==> config.mk <==
export PLATFORM = sky130hd
export DESIGN_NAME = mm_store
export DESIGN_NICKNAME = d
export VERILOG_FILES = /design/src/rtl/mm_pkg.sv /design/src/rtl/mm_store.sv
export SDC_FILE = /design/constraint.sdc
export NUM_CORES = 2
export LEC_CHECK = 0
export BUFFER_PORTS_ARGS = -buffer_cell sky130_fd_sc_hd__buf_2
export CORE_MARGIN = 2
export CORE_UTILIZATION = 57
export CTS_CLUSTER_SIZE = 16
export DETAILED_ROUTE_END_ITERATION = 6
export PLACE_DENSITY = 0.73
export SYNTH_ARGS = -nofsm -noshare
export SYNTH_HDL_FRONTEND = slang
export SYNTH_SLANG_ARGS = --single-unit
==> constraint.sdc <==
create_clock -name clk_i -period 5.2 [get_ports clk_i]
set_input_delay 1.56 -clock clk_i [delete_from_list [all_inputs] [get_ports clk_i]]
set_output_delay 1.56 -clock clk_i [all_outputs]
set_load 0.005 [all_outputs]
==> src/rtl/mm_pkg.sv <==
// Shared types, codes and constants of the matrix multiply block.
`timescale 1ns / 1ps
package mm_pkg;

  localparam int unsigned MAX_DIM_DEF   = 8;
  localparam int unsigned FRAC_BITS_DEF = 16;
  localparam int unsigned DIM_W         = 4;
  localparam int unsigned IDX_W         = 3;
  localparam int unsigned VAL_W         = 32;
  localparam int unsigned PROD_W        = 2 * VAL_W;
  // products plus log2 of the deepest sum plus a sign guard
  localparam int unsigned ACC_W         = PROD_W + 4;

  typedef enum logic [1:0] {
    OP_LOAD_A = 2'd0,
    OP_LOAD_B = 2'd1,
    OP_MUL    = 2'd2,
    OP_NONE   = 2'd3
  } mm_op_e;

  typedef enum logic [1:0] {
    REG_A_ROWS = 2'd0,
    REG_A_COLS = 2'd1,
    REG_B_ROWS = 2'd2,
    REG_B_COLS = 2'd3
  } mm_reg_e;

  typedef enum logic [2:0] {
    S_IDLE,
    S_MAC,
    S_WAIT,
    S_SHIFT,
    S_ERR
  } mm_state_e;

  typedef struct packed {
    logic [1:0]              opcode;
    logic [IDX_W-1:0]        row;
    logic [IDX_W-1:0]        col;
    logic signed [VAL_W-1:0] value;
  } in_item_t;

  typedef struct packed {
    logic [IDX_W-1:0]        out_row;
    logic [IDX_W-1:0]        out_col;
    logic signed [VAL_W-1:0] product;
    logic                    last;
    logic                    dims_error;
    logic                    saturated;
  } out_item_t;

  typedef struct packed {
    logic clear;
    logic mul_en;
    logic acc_en;
    logic shift;
  } cell_ctl_t;

  // clamp a dimension register to 1..maxd
  function automatic logic [DIM_W-1:0] eff_dim(input logic [DIM_W-1:0] d,
                                               input int unsigned maxd);
    logic [DIM_W-1:0] r;
    r = d;
    if (d == '0) r = DIM_W'(1);
    else if (int'(d) > int'(maxd)) r = DIM_W'(maxd);
    return r;
  endfunction

endpackage

==> src/rtl/mm_store.sv <==
// Element stores of both matrices: one A word and one whole B row per read.
`timescale 1ns / 1ps
module mm_store import mm_pkg::*; #(
  parameter int unsigned MAX_DIM = MAX_DIM_DEF
) (
  input  logic                    clk_i,
  input  logic                    we_a_i,
  input  logic                    we_b_i,
  input  logic [IDX_W-1:0]        wrow_i,
  input  logic [IDX_W-1:0]        wcol_i,
  input  logic signed [VAL_W-1:0] wdata_i,
  input  logic                    rd_i,
  input  logic [DIM_W-1:0]        ri_i,
  input  logic [DIM_W-1:0]        rk_i,
  output logic signed [VAL_W-1:0] a_o,
  output logic signed [VAL_W-1:0] b_row_o [MAX_DIM]
);

  localparam int unsigned DEPTH = MAX_DIM * MAX_DIM;
  localparam int unsigned AW    = (DEPTH > 1) ? $clog2(DEPTH) : 1;
  localparam int unsigned RW    = (MAX_DIM > 1) ? $clog2(MAX_DIM) : 1;

  logic signed [VAL_W-1:0] a_mem [DEPTH];
  logic signed [VAL_W-1:0] b_mem [MAX_DIM][MAX_DIM];
  logic [AW-1:0]           a_waddr;
  logic [AW-1:0]           a_raddr;

  assign a_waddr = AW'(int'(wrow_i) * MAX_DIM + int'(wcol_i));
  assign a_raddr = AW'(int'(ri_i) * MAX_DIM + int'(rk_i));

  always_ff @(posedge clk_i) begin
    if (we_a_i) a_mem[a_waddr] <= wdata_i;
    if (we_b_i) b_mem[RW'(wrow_i)][RW'(wcol_i)] <= wdata_i;
    if (rd_i) begin
      a_o     <= a_mem[a_raddr];
      b_row_o <= b_mem[RW'(rk_i)];
    end
  end

endmodule

* Word level (Yosys, flattened, before mapping) *
Memories as Yosys holds them, arrays and structs flattened. A register that Yosys moved wholly into a read port is not among the register bits.
Index checks and enable logic that the tools add are counted.
Widths: inputs -> output; s select.

cells by class
  muxes and demuxes = 6
  bitwise gates (word level) = 1
  order comparisons = 2
  reduce and logical (&&, ||, !) cells = 1
  add/subtract/negate cells = 2

operator list
  cell                count
  $mux 256            1
  $demux 32 s3        1
  $mux 32             1
  $add 6x3->6         1
  $add 6x4->6         1
  $ge 4x4->1 const B  1
  $lt 4x1->1 const B  1
  $not 3->4           1
  $mux 1              3
  $logic_and 1x1->1   1

storage, ports and cells
  register bits after elaboration = 0
  bits in writable memories = 4096
  input port bits = 50
  memories = 2
  word-level logic and storage cells = 14

memory list
  name   words  bits a word  rd ports  clocked after Yosys merged registers in  write ports  line            RTL
  a_mem  64     32           1         1                                        1            mm_store.sv:23  logic signed [VAL_W-1:0] a_mem [DEPTH];
  b_mem  8      256          1         1                                        1            mm_store.sv:24  logic signed [VAL_W-1:0] b_mem [MAX_DIM][MAX_DIM];

* Depth between registers and ports, before layout *
  word-level depth = 6
  gate-level depth with buffers = 10
  mapped depth without buffers = 7

* Worst setup path before layout *
Ideal clock, no wire load.

  path kind = input-to-reg
  start point = input port wcol_i[0]
  end point = memory b_mem[3][192] (netlist name) (enable)
  required time = 4.779 ns
  slack = 0.771 ns
  data arrival time = 4.008 ns
  path buffers = 2
  stages = 6
  cell sequence = clkbuf_1 > or3b_2 > clkbuf_1 > inv_1 > nand2_1 > nor2_1

on the way
  longest elaborated chain between the ends = 6
  elaborated cells between the ends (all ways) = 7
  classes of those cells = order compare: 2; mux: 3; bitwise: 1; reduce/logical: 1

RTL lines
  item                                                            line            RTL
  start, declared                                                 mm_store.sv:10  input logic [IDX_W-1:0] wcol_i,
  $not 3->4 (implied by the code) (*)                             mm_store.sv:33  if (we_b_i) b_mem[RW'(wrow_i)][RW'(wcol_i)] <= wdata_i;
  $ge 4x4->1 (implied by the code) or $lt 4x1->1 (tied branches)  mm_store.sv:33
  $logic_and 1x1->1 (implied by the code)                         mm_store.sv:33
  $mux 32 (implied by the code)                                   mm_store.sv:33
  $demux 32 s3 (*)                                                mm_store.sv:33
  $mux 256 (implied by the code) (*)                              mm_store.sv:33
  end, declared                                                   mm_store.sv:24

Mark *: on every way between the ends. The rest lies on a longest branch, timed or not.

* Worst setup path after layout *
  start point = input port rk_i[0]
  end point = register a_o[7], read port of a_mem (data pin)

on the way
  longest elaborated chain between the ends = 1

RTL lines
  item             line            RTL
  start, declared  mm_store.sv:14  input logic [DIM_W-1:0] rk_i,
  $add 6x4->6      mm_store.sv:29  assign a_raddr = AW'(int'(ri_i) * MAX_DIM + int'(rk_i));
  end, declared    mm_store.sv:15  output logic signed [VAL_W-1:0] a_o,

No other way between the ends.

==> summary.md <==
| Metric | Value |
|---|---|
| Critical Path AT | `4.32 ns` |
| Max Slew Vio Count | `0` |
| CTS H-tree lvls | `5` |
| Remaining DRCs | `0` |
| Core ar. | `285000 µm²` |
| Area Growth Syn to Fin | `14.0%` |
| Final nets | `7608` |
| Yosys warnings | `0` |
| Setup CP Type | `in -> reg` |
| Slew headroom | `15.6%` |
| Number of flops mapped to enable cells by yosys | `4384` |
| Post-layout minimum cycle time | `~3.6 ns` |
| Non-Filler Instances | `11700` |
| Register area share after synthesis | `80.5%` |
| Crit Path Max Fanout | `41` |
| Leakage | `around 60 nW` |
| Routed vias/inst | `6.61` |
| Clock Skews | `0.0821 ns` |
| Primary FF master, synth | `edfxtp_1` |
| Worst-Margin Slew | `between 1 and 1.5 ns` |
| Die X | `540 µm` |
| Post-CTS repair timing setup buffer count | `0` |
| # setup viols final | `0` |
| Max cap viols | `0` |
| Top Metal Used | `met5` |
| Synth Area per Inst | `between 20 and 25 µm²` |
| Power Density | `394 nW/µm²` |
| Min-delay worst type | `reg -> reg` |
| CTS tree | `done` |
| Status | `finished clean` |
| DP HPWL | `between 200 and 250 mm` |
| # resized after CTS | `0` |
| Vias in the first global route | `about 78000` |
| Flops & latches, synth | `4384` |
| Clock Path Buffers | `4` |
| Max VDD drop | `352 µV` |
| Synth cell types | `41` |
| Period utilization | `a little over two thirds` |
| Die Ht | `about 540 µm` |
| Setup_tns | `0 ns` |
| Num rows | `196` |
| WL final | `394 mm` |
| Total GRT Usage | `27.1%` |
| Drt pass-1 iters | `6` |
| Placed insts | `10900` |
| Die area | `291000 µm²` |
| Netlist Area Pre-Place | `164000 µm²` |
| Unrepaired setup endpoints after global routing | `no` |
| First-pass GRT wire length | `between 500 and 600 mm` |
| # clock sinks | `4384` |
| Drt first-iter violations | `10600` |
| Clk root buf | `clkbuf_16` |
| Synth Instances | `6782` |
| Largest net degree at the start of global routing | `129` |
| Antenna violations before repair | `34` |
| Post-synth net total | `6834` |
| DR WL/cell | `33.7 µm` |
| Routed Antenna Nets | `0` |
| Worst EP required | `5.87 ns` |
| Clock Pin Slew Worst Setup and Hold Paths | `0.06 ns` |
| Final Hold Vio Count | `0` |
| Hold_buf cts | `0` |
| Vias | `about 77000` |
| Worst setup EP type | `register` |
| I/O pin count | `338` |
| Initial Utilization | `57.3%` |
| Worst-Skew Late Latency | `0.99 ns` |
| TritonCTS Buffers | `423` |
| GRT overflow | `0` |
| Metal2 WL | `around 190 mm` |
| Routability cong. | `0.821` |
| Routed metal-1 wirelength | `148 mm` |
| Ys async rst share | `0%` |
| Port bufs | `336` |
| Share of cells above drive strength 1 | `33.7%` |
| F_max | `0.274 GHz` |
| Met3 routed WL | `between 40 and 50 mm` |
| Crit path launch type | `input port` |
-- final cells by class --
cell class / count / area (µm²)
Clock inverter: 262 / 2650
Antenna cell: 19 / 47.5
Tap cell: 3762 / 4710
Multi-Input combinational cell: 2041 / 31100
Clock buffer: 503 / 10900
Timing Repair Buffer: 693 / 5350
Fill cell: 17400 / 99000
Sequential cell: 4384 / 132000
Inverter: 13 / 48.8
-- kinds of logic (layout without fill, tap and decap cells) --
logic type / after synthesis / count (layout) / share of synthesized area (%)
xor gates and xnor gates: 2 / 2 / 0.0107
DFF: 4384 / 4384 / 80.5
buffers and inverters: 357 / 1471 / 1.14
other: 0 / 19 / 0
adders and majority gates: 2 / 2 / 0.0153
muxes: 1373 / 1373 / 16.0
and+or+nand+nor: 323 / 323 / 0.890
AOI/OAI and AO/OA: 341 / 341 / 1.49
-- placed cells by master (no fill, tap or decap), types with 64 or more instances in the layout --
cell type | Yosys | routed
edfxtp_1 | 4384 | 4384
mux4_2 | 968 | 968
clkbuf_16 | 0 | 425
buf_4 | 38 | 320
buf_2 | 195 | 300
mux2_2 | 265 | 265
mux2i_1 | 140 | 140
nor2_4 | 0 | 129
a22oi_1 | 127 | 127
clkinv_1 | 0 | 95
clkinv_2 | 0 | 79
clkbuf_1 | 83 | 78
buf_12 | 0 | 70
o22ai_1 | 64 | 64
-- per-stage QoR --
step / hold WS, ns / util [%] / power [mW] / area [µm²] / setup slack (ns)
floorplan: 0.732 / - / 42.0 / 164000 / 0.771
global placement: 0.739 / 60.6 / 43.9 / 173000 / 0.676
detailed placement: 0.744 / 60.6 / 44.0 / 173000 / 0.639
CTS: 0.673 / 65.3 / 73.7 / 186000 / 1.63
global route: 0.698 / 65.3 / 75.3 / 186000 / 1.55
finish: 0.683 / 65.3 / 73.4 / 186000 / 1.55
-- Yosys cell counts, drive strengths merged (8+ instances only) --
cell type,number,share of area [%]
buf,261,0.92
o22ai,64,0.24
a21oi,28,0.086
nor2,147,0.34
inv,13,0.030
nand3,60,0.18
mux2,265,1.8
nand2,50,0.11
mux2i,140,0.86
edfxtp,4384,80
clkbuf,83,0.19
o211a,14,0.086
o21ai,30,0.092
o311ai,12,0.064
nor2b,16,0.061
o221ai,14,0.075
a211oi,12,0.055
mux4,968,13
nand3b,8,0.037
a22oi,127,0.58
nor3,13,0.040
a22o,22,0.12
-- registers in the layout (all words and copies together), names as in the netlist --
register / count
a_mem: 2048
b_mem: 2048
b_row_o: 256
a_o: 32
-- critical path, cell delays in order --
cell	delay, ns
buf_12	0.32
buf_12	0.31
buf_4	0.26
mux4_2	0.51
a22oi_1	0.40
nand3_1	0.40
nand2_1	0.35
a21oi_1	0.06
-- report_power, final --
| part | switching, mW | internal, mW |
|---|---|---|
| clock network | 13.1 | 17.0 |
| logic | 2.35 | 1.39 |
| registers | 0.215 | 39.4 |
-- metal layers --
layer	up-vias	GRT usage, %
met5	-	0
met4	6	9.24
met3	664	5.29
met2	4741	42.5
met1	41100	38.8
li1	30600	-
-- worst paths after layout --
| kind | start | end | slack, ns | cells after the start |
|---|---|---|---|---|
| min reg2reg | b_mem[3][5]$_DFFE_PP_ | b_row_o[5]$_DFFE_PP_ | 0.68 | 2 |
| max | rk_i[0] | a_o[7]$_DFFE_PP_ | 1.55 | 8 |
| max reg2reg | a_mem[53][11]$_DFFE_PP_ | a_o[11]$_DFFE_PP_ | 2.67 | 6 |
| min | b_mem[3][5]$_DFFE_PP_ | b_row_o[5]$_DFFE_PP_ | 0.68 | 2 |
No activity file was read; power rests on OpenSTA's default activity.
