$ cat src/rtl/mm_pkg.sv
// Shared types, codes and constants of the matrix multiply block.
`timescale 1ns / 1ps
package mm_pkg;

  localparam int unsigned MAX_DIM_DEF   = 8;
  localparam int unsigned FRAC_BITS_DEF = 16;
  localparam int unsigned DIM_W         = 4;
  localparam int unsigned IDX_W         = 3;
  localparam int unsigned VAL_W         = 32;
  localparam int unsigned PROD_W        = 2 * VAL_W;
  // products plus log2 of the deepest sum plus a sign guard
  localparam int unsigned ACC_W         = PROD_W + 4;

  typedef enum logic [1:0] {
    OP_LOAD_A = 2'd0,
    OP_LOAD_B = 2'd1,
    OP_MUL    = 2'd2,
    OP_NONE   = 2'd3
  } mm_op_e;

  typedef enum logic [1:0] {
    REG_A_ROWS = 2'd0,
    REG_A_COLS = 2'd1,
    REG_B_ROWS = 2'd2,
    REG_B_COLS = 2'd3
  } mm_reg_e;

  typedef enum logic [2:0] {
    S_IDLE,
    S_MAC,
    S_WAIT,
    S_SHIFT,
    S_ERR
  } mm_state_e;

  typedef struct packed {
    logic [1:0]              opcode;
    logic [IDX_W-1:0]        row;
    logic [IDX_W-1:0]        col;
    logic signed [VAL_W-1:0] value;
  } in_item_t;

  typedef struct packed {
    logic [IDX_W-1:0]        out_row;
    logic [IDX_W-1:0]        out_col;
    logic signed [VAL_W-1:0] product;
    logic                    last;
    logic                    dims_error;
    logic                    saturated;
  } out_item_t;

  typedef struct packed {
    logic clear;
    logic mul_en;
    logic acc_en;
    logic shift;
  } cell_ctl_t;

  // clamp a dimension register to 1..maxd
  function automatic logic [DIM_W-1:0] eff_dim(input logic [DIM_W-1:0] d,
                                               input int unsigned maxd);
    logic [DIM_W-1:0] r;
    r = d;
    if (d == '0) r = DIM_W'(1);
    else if (int'(d) > int'(maxd)) r = DIM_W'(maxd);
    return r;
  endfunction

endpackage

$ cat src/rtl/mm_cell.sv
// One column cell: multiply-accumulate, then shift its sum toward the output.
`timescale 1ns / 1ps
module mm_cell import mm_pkg::*; (
  input  logic                    clk_i,
  input  cell_ctl_t               ctl_i,
  input  logic signed [VAL_W-1:0] a_i,
  input  logic signed [VAL_W-1:0] b_i,
  input  logic signed [ACC_W-1:0] acc_i,
  output logic signed [ACC_W-1:0] acc_o
);

  logic signed [PROD_W-1:0] p_q;
  logic signed [ACC_W-1:0]  acc_q;
  logic signed [ACC_W-1:0]  acc_d;

  always_comb begin
    acc_d = acc_q;
    if (ctl_i.clear) acc_d = '0;
    else if (ctl_i.acc_en) acc_d = acc_q + ACC_W'(p_q);
    else if (ctl_i.shift) acc_d = acc_i;
  end

  always_ff @(posedge clk_i) begin
    if (ctl_i.mul_en) p_q <= a_i * b_i;
    acc_q <= acc_d;
  end

  assign acc_o = acc_q;

endmodule

$ cat config.mk
export PLATFORM = sky130hd
export DESIGN_NAME = mm_cell
export DESIGN_NICKNAME = d
export VERILOG_FILES = /design/src/rtl/mm_pkg.sv /design/src/rtl/mm_cell.sv
export SDC_FILE = /design/constraint.sdc
export NUM_CORES = 2
export LEC_CHECK = 0
export BUFFER_PORTS_ARGS = -buffer_cell sky130_fd_sc_hd__buf_4
export CORE_ASPECT_RATIO = 0.7
export CORE_MARGIN = 2
export CORE_UTILIZATION = 59
export CTS_CLUSTER_DIAMETER = 100
export CTS_CLUSTER_SIZE = 28
export DETAILED_ROUTE_END_ITERATION = 8
export PLACE_DENSITY = 0.91
export SYNTH_ARGS = -nofsm -noshare
export SYNTH_HDL_FRONTEND = slang
export SYNTH_SLANG_ARGS = --single-unit
$ cat constraint.sdc
create_clock -name clk_i -period 8.55 [get_ports clk_i]
set_input_delay 0.855 -clock clk_i [delete_from_list [all_inputs] [get_ports clk_i]]
set_output_delay 0.855 -clock clk_i [all_outputs]
set_load 0.03 [all_outputs]
# Yosys cells after proc, flatten, opt, wreduce, memory -nomap -nowiden

Index checks and enable logic that the tools add are counted.

Logic and storage cells: 7
Register bits after elaboration: 132
Input port bits: 137
Output and inout bits: 68

Add/sub/neg operators: 1
Mux-type cells: 2
Reduce and logical (&&, ||, !) cells: 1
Multiply operators: 1

Operators by type and width:

| operator                     | number |
|---|---|
| two-way mux 68 bit           | 2 |
| adder 68 x 64 -> 68 bit      | 1 |
| multiplier 32 x 32 -> 64 bit | 1 |
| nonzero test 2 bit           | 1 |

# Depth between registers and ports, before layout

Depth in word-level cells: 2
Mapped depth: 28

# Least setup slack after synthesis

No wires, ideal clock.

Path kind: input to register
From: input a_i[31]
To: register p_q[61], data pin
Path slack: 0.392 ns
Arrival: 7.900 ns
Cell stages on the path: 28
Cells stage by stage: clkbuf_1 nand2_1 inv_1 fa_1 inv_1 fa_1 inv_1 fa_1 fa_1 inv_1 fa_1 inv_1 fa_1 inv_1 fa_1 inv_1 fa_1 ha_1 a21o_1 a21o_1 a21o_1 a21o_1 a21oi_1 nor2b_1 o21ai_0 nand2b_1 a21oi_1 xnor2_1

Longest elaborated chain between the ends: 1

Ends and longest elaborated chain:

| element                      | RTL line      | source |
|---|---|---|
| start: declaration           | mm_cell.sv:6  | `input logic signed [VAL_W-1:0] a_i,` |
| multiplier 32 x 32 -> 64 bit | mm_cell.sv:24 | `if (ctl_i.mul_en) p_q <= a_i * b_i;` |
| end signal: assignment       | mm_cell.sv:24 |  |
| end: declaration             | mm_cell.sv:12 | `logic signed [PROD_W-1:0] p_q;` |

Every way passes these cells.
A chain may end at the register's enable or synchronous reset.

# Worst setup path after layout

From: input a_i[18]
To: register p_q[62], data pin

The elaborated chain is that of the path after synthesis.

==> flow_metrics.env <==
export IMPL_syn2layout_area_growth_pct=6.43
export IMPL_floorplan_initialDensity_pct=59.8
export IMPL_detailroute_via_count=34419
export IMPL_first_global_vias=37505
export IMPL_synthesis_area_um2=45100
export IMPL_synth_enable_flop_cells=64
export IMPL_grt_pass1_wl_um=193000
export IMPL_globalRouteMet1Util_pct=39.5
export IMPL_grt_util_met2_pct=51.0
export IMPL_placeableCoreArea_um2=75400
export IMPL_post_cts_buffers=0
export IMPL_remaining_drc_errors=0
export IMPL_final_hpwl_from_detailed_placement_um=99300
export IMPL_placement_cell_area_um2=47400
export IMPL_setup_violations_final=0
export IMPL_grt_max_degree=65
export IMPL_cts_path_max_buffers=2
export IMPL_clock_skew_final_ns=0.0125
export IMPL_synthesis_area_per_instance_um2=9.38
export IMPL_track_usage_pct=30.8
export IMPL_floorplan_io_pins=205
export IMPL_drt_vias_per_instance=5.88
export IMPL_tritoncts="yes"
export IMPL_number_of_fill_cells_in_the_layout=5570
export IMPL_finish_net_count=6314
export IMPL_finalWorstSetupSlack_ns=0.317
export IMPL_clk_latency_ns=0.43
export IMPL_syn_nets=6276
export IMPL_rsz0062_at_grt="no"
export IMPL_worst_setup_path_end_kind="flip-flop"
export IMPL_ctsRootBufferMaster="sky130_fd_sc_hd__clkbuf_16"
export IMPL_detailedRoute_firstIterationViolations=3045
export IMPL_layout_worst_path_cycle_share_pct=96.3
export IMPL_dominantRegCellSynth="sky130_fd_sc_hd__dfxtp_1"
export IMPL_worst_endpoint_required_ns=8.73
export IMPL_outcome="finished clean"
export IMPL_worst_hold_slack_after_final_layout_ns=0.582
export IMPL_max_freq_mhz=121
export IMPL_totalNegativeSetupSlack_ns=0
export IMPL_tightestPinTransition_ns=0.821
export IMPL_global_route_peak_usage_layer="met2"
export IMPL_yosys_area_top_type="sky130_fd_sc_hd__fa_1"
export IMPL_grt_antenna_before_repair=5
export IMPL_finalMaxSlewViolations=0
export IMPL_drive_gt1_share_pct=7.10
export IMPL_synth_cells=4805
export IMPL_die_height_um=235
export IMPL_cts_repair_resize_count=0
export IMPL_die_area_um2=78600
export IMPL_worst_slew_margin_rel_pct=45.3
export IMPL_synth_async_reset_ratio_pct=0
export IMPL_synth_largest_type_area_fraction_pct=48.1
export IMPL_cts_sink_count=132
export IMPL_routed_wirelength_um=118000
export IMPL_numCtsBuffers=17
export IMPL_hold_violations=0
export IMPL_finalWeightedCongestion=0.994
export IMPL_synthTopCellsByArea="sky130_fd_sc_hd__fa_1 48%, sky130_fd_sc_hd__inv_1 8.4%, sky130_fd_sc_hd__and2_1 7.3%"
export IMPL_setup_worst_path_start_class="input pin"
export IMPL_first_pass_iters=6
export IMPL_count_of_unique_library_cells_instantiated_by_yosys=82
export IMPL_io_buffer_count=204
export IMPL_stdcell_area_um2=47900
export IMPL_row_count=84
export IMPL_worst_hold_path_class="reg2reg"
export IMPL_globalRoute_totalOverflow=0
export IMPL_routedWlPerCell_um=20.1
export IMPL_maxCapViolCount=0
export IMPL_dpl_worst_slack_ns=-0.0319
export IMPL_use_met3_pct=5.51
export IMPL_arrival_ns=8.41
export IMPL_cts_hold_buf=0
export IMPL_route_antenna_remaining_nets=0
export IMPL_critical_path_class="in2reg"
export IMPL_htreeDepth=4
export IMPL_synth_yosys_warnings=0
export IMPL_clock_transition_at_the_registers_of_the_reported_paths_ns=0.06
export IMPL_worst_r2r_cell_count=13
export IMPL_synth_seq_area_share_pct=7.29
export IMPL_hold_depth=2
export IMPL_fin_crit_ns=8.23
export IMPL_worst_path_max_fanout=18
export IMPL_postSynthRegisterBits=132
export IMPL_floorplan_die_width_um=334
registers in the layout, indices dropped and copies added, names as in the netlist:
| signal | cells |
|---|---|
| acc_o | 68 |
| p_q | 64 |
metrics by stage:
stage                     cells  utilization, %
after floorplan            4805               -
after global placement     5813            62.8
after detailed placement   5813            62.8
after CTS                  5845            63.6
after global routing       5847            63.6
final                      5849            63.6
cells by family (layout without fill, tap and decap cells):
group	Yosys count	in the layout	synth area share, %
compound gates	524	524	8.23
flops	132	132	7.29
mux	41	41	0.914
fa+ha+maj	1334	1334	55.1
buf+inv	1264	1315	10.6
other cells	0	4	0
xor+xnor	124	124	2.41
simple gates	1386	1386	15.5
critical path, cell delays in order:
cell                        delay, ns
sky130_fd_sc_hd__buf_4           0.27
sky130_fd_sc_hd__buf_4           0.28
sky130_fd_sc_hd__and2_1          0.18
sky130_fd_sc_hd__fa_1            0.47
sky130_fd_sc_hd__fa_1            0.50
sky130_fd_sc_hd__inv_1           0.06
sky130_fd_sc_hd__fa_1            0.50
sky130_fd_sc_hd__fa_1            0.52
sky130_fd_sc_hd__inv_1           0.06
sky130_fd_sc_hd__fa_1            0.58
sky130_fd_sc_hd__fa_1            0.43
sky130_fd_sc_hd__fa_1            0.54
sky130_fd_sc_hd__fa_1            0.43
sky130_fd_sc_hd__ha_1            0.40
sky130_fd_sc_hd__nand2_1         0.07
sky130_fd_sc_hd__o211ai_1        0.21
sky130_fd_sc_hd__a21oi_1         0.10
sky130_fd_sc_hd__a2111oi_1       0.44
sky130_fd_sc_hd__buf_4           0.21
sky130_fd_sc_hd__nand3_1         0.10
sky130_fd_sc_hd__a211oi_2        0.17
sky130_fd_sc_hd__buf_4           0.17
sky130_fd_sc_hd__o31ai_4         0.07
sky130_fd_sc_hd__o211ai_2        0.30
sky130_fd_sc_hd__a2111oi_0       0.16
sky130_fd_sc_hd__a211o_1         0.33
cells in the mapped netlist, drive strengths merged, types with 5 or more instances:
| cell | number |
|---|---|
| fa | 1083 |
| inv | 1009 |
| nand2 | 561 |
| and2 | 528 |
| ha | 251 |
| clkbuf | 237 |
| a21oi | 136 |
| nor2 | 114 |
| a211oi | 90 |
| xnor2 | 90 |
| a21o | 85 |
| dfxtp | 68 |
| edfxtp | 64 |
| o21ai | 62 |
| nor2b | 41 |
| mux2i | 40 |
| nand3 | 36 |
| xor2 | 34 |
| o21bai | 28 |
| a31oi | 22 |
| nand2b | 22 |
| nand4 | 21 |
| nor3 | 21 |
| buf | 18 |
| and3 | 14 |
| o211ai | 12 |
| o21a | 10 |
| o31ai | 10 |
| a2111oi | 9 |
| o22ai | 8 |
| a211o | 7 |
| a221oi | 7 |
| a21boi | 6 |
| o221ai | 6 |
| and4 | 5 |
| or2 | 5 |
| or3 | 5 |
placed cells by master, fill, tap and decap left out, types with 8 or more instances in the layout:
cell type                   synthesis  layout
sky130_fd_sc_hd__nand3_1           35      35
sky130_fd_sc_hd__a21o_1            85      85
sky130_fd_sc_hd__nor3_1            21      21
sky130_fd_sc_hd__o21a_1            10      10
sky130_fd_sc_hd__fa_1            1083    1083
sky130_fd_sc_hd__buf_4              0     274
sky130_fd_sc_hd__nand4_1           21      21
sky130_fd_sc_hd__and2_1           527     527
sky130_fd_sc_hd__xor2_1            34      34
sky130_fd_sc_hd__xnor2_1           90      90
sky130_fd_sc_hd__ha_1             251     251
sky130_fd_sc_hd__nand2b_1          22      22
sky130_fd_sc_hd__o22ai_1            8       8
sky130_fd_sc_hd__o21bai_1          28      28
sky130_fd_sc_hd__inv_1           1008    1008
sky130_fd_sc_hd__a211oi_1          87      87
sky130_fd_sc_hd__o21ai_0           56      56
sky130_fd_sc_hd__edfxtp_1          64      64
sky130_fd_sc_hd__nand2_1          561     561
sky130_fd_sc_hd__nor2b_1           41      41
sky130_fd_sc_hd__mux2i_1           40      40
sky130_fd_sc_hd__a21oi_1          131     131
sky130_fd_sc_hd__clkbuf_16          0      18
sky130_fd_sc_hd__o211ai_1          11      11
sky130_fd_sc_hd__nor2_1           113     113
sky130_fd_sc_hd__a31oi_1           21      21
sky130_fd_sc_hd__and3_1            13      13
sky130_fd_sc_hd__dfxtp_1           68      68
area by class of cell:
cell class	instances	area, µm²	area share, %
sequential	132	3280	6.85
clock buffer	21	482	1.00
clock inverter	11	96.3	0.201
antenna	4	10.0	0.0209
multi-input combinational	3409	37000	77.2
tap	989	1240	2.58
inverter	1009	3790	7.90
timing repair buffer	274	2060	4.29
per-layer routing:
metal	vias to the layer above	share of wire, %
met5	-	0.011
met4	2	5.2
met3	424	8.9
met2	1904	49
met1	17471	37
li1	14618	-
final timing paths:
path	start	endpoint	slack, ns
max reg2reg	p_q[0]$_DFFE_PP_	acc_o[48]$_SDFFE_PP0P_	4.72
max	a_i[18]	p_q[62]$_DFFE_PP_	0.32
min	acc_o[62]$_SDFFE_PP0P_	acc_o[62]$_SDFFE_PP0P_	0.58
min reg2reg	acc_o[62]$_SDFFE_PP0P_	acc_o[62]$_SDFFE_PP0P_	0.58
Power is not shown: default switching activity piles up to over one toggle a cycle in this logic, so the estimate is an artifact.
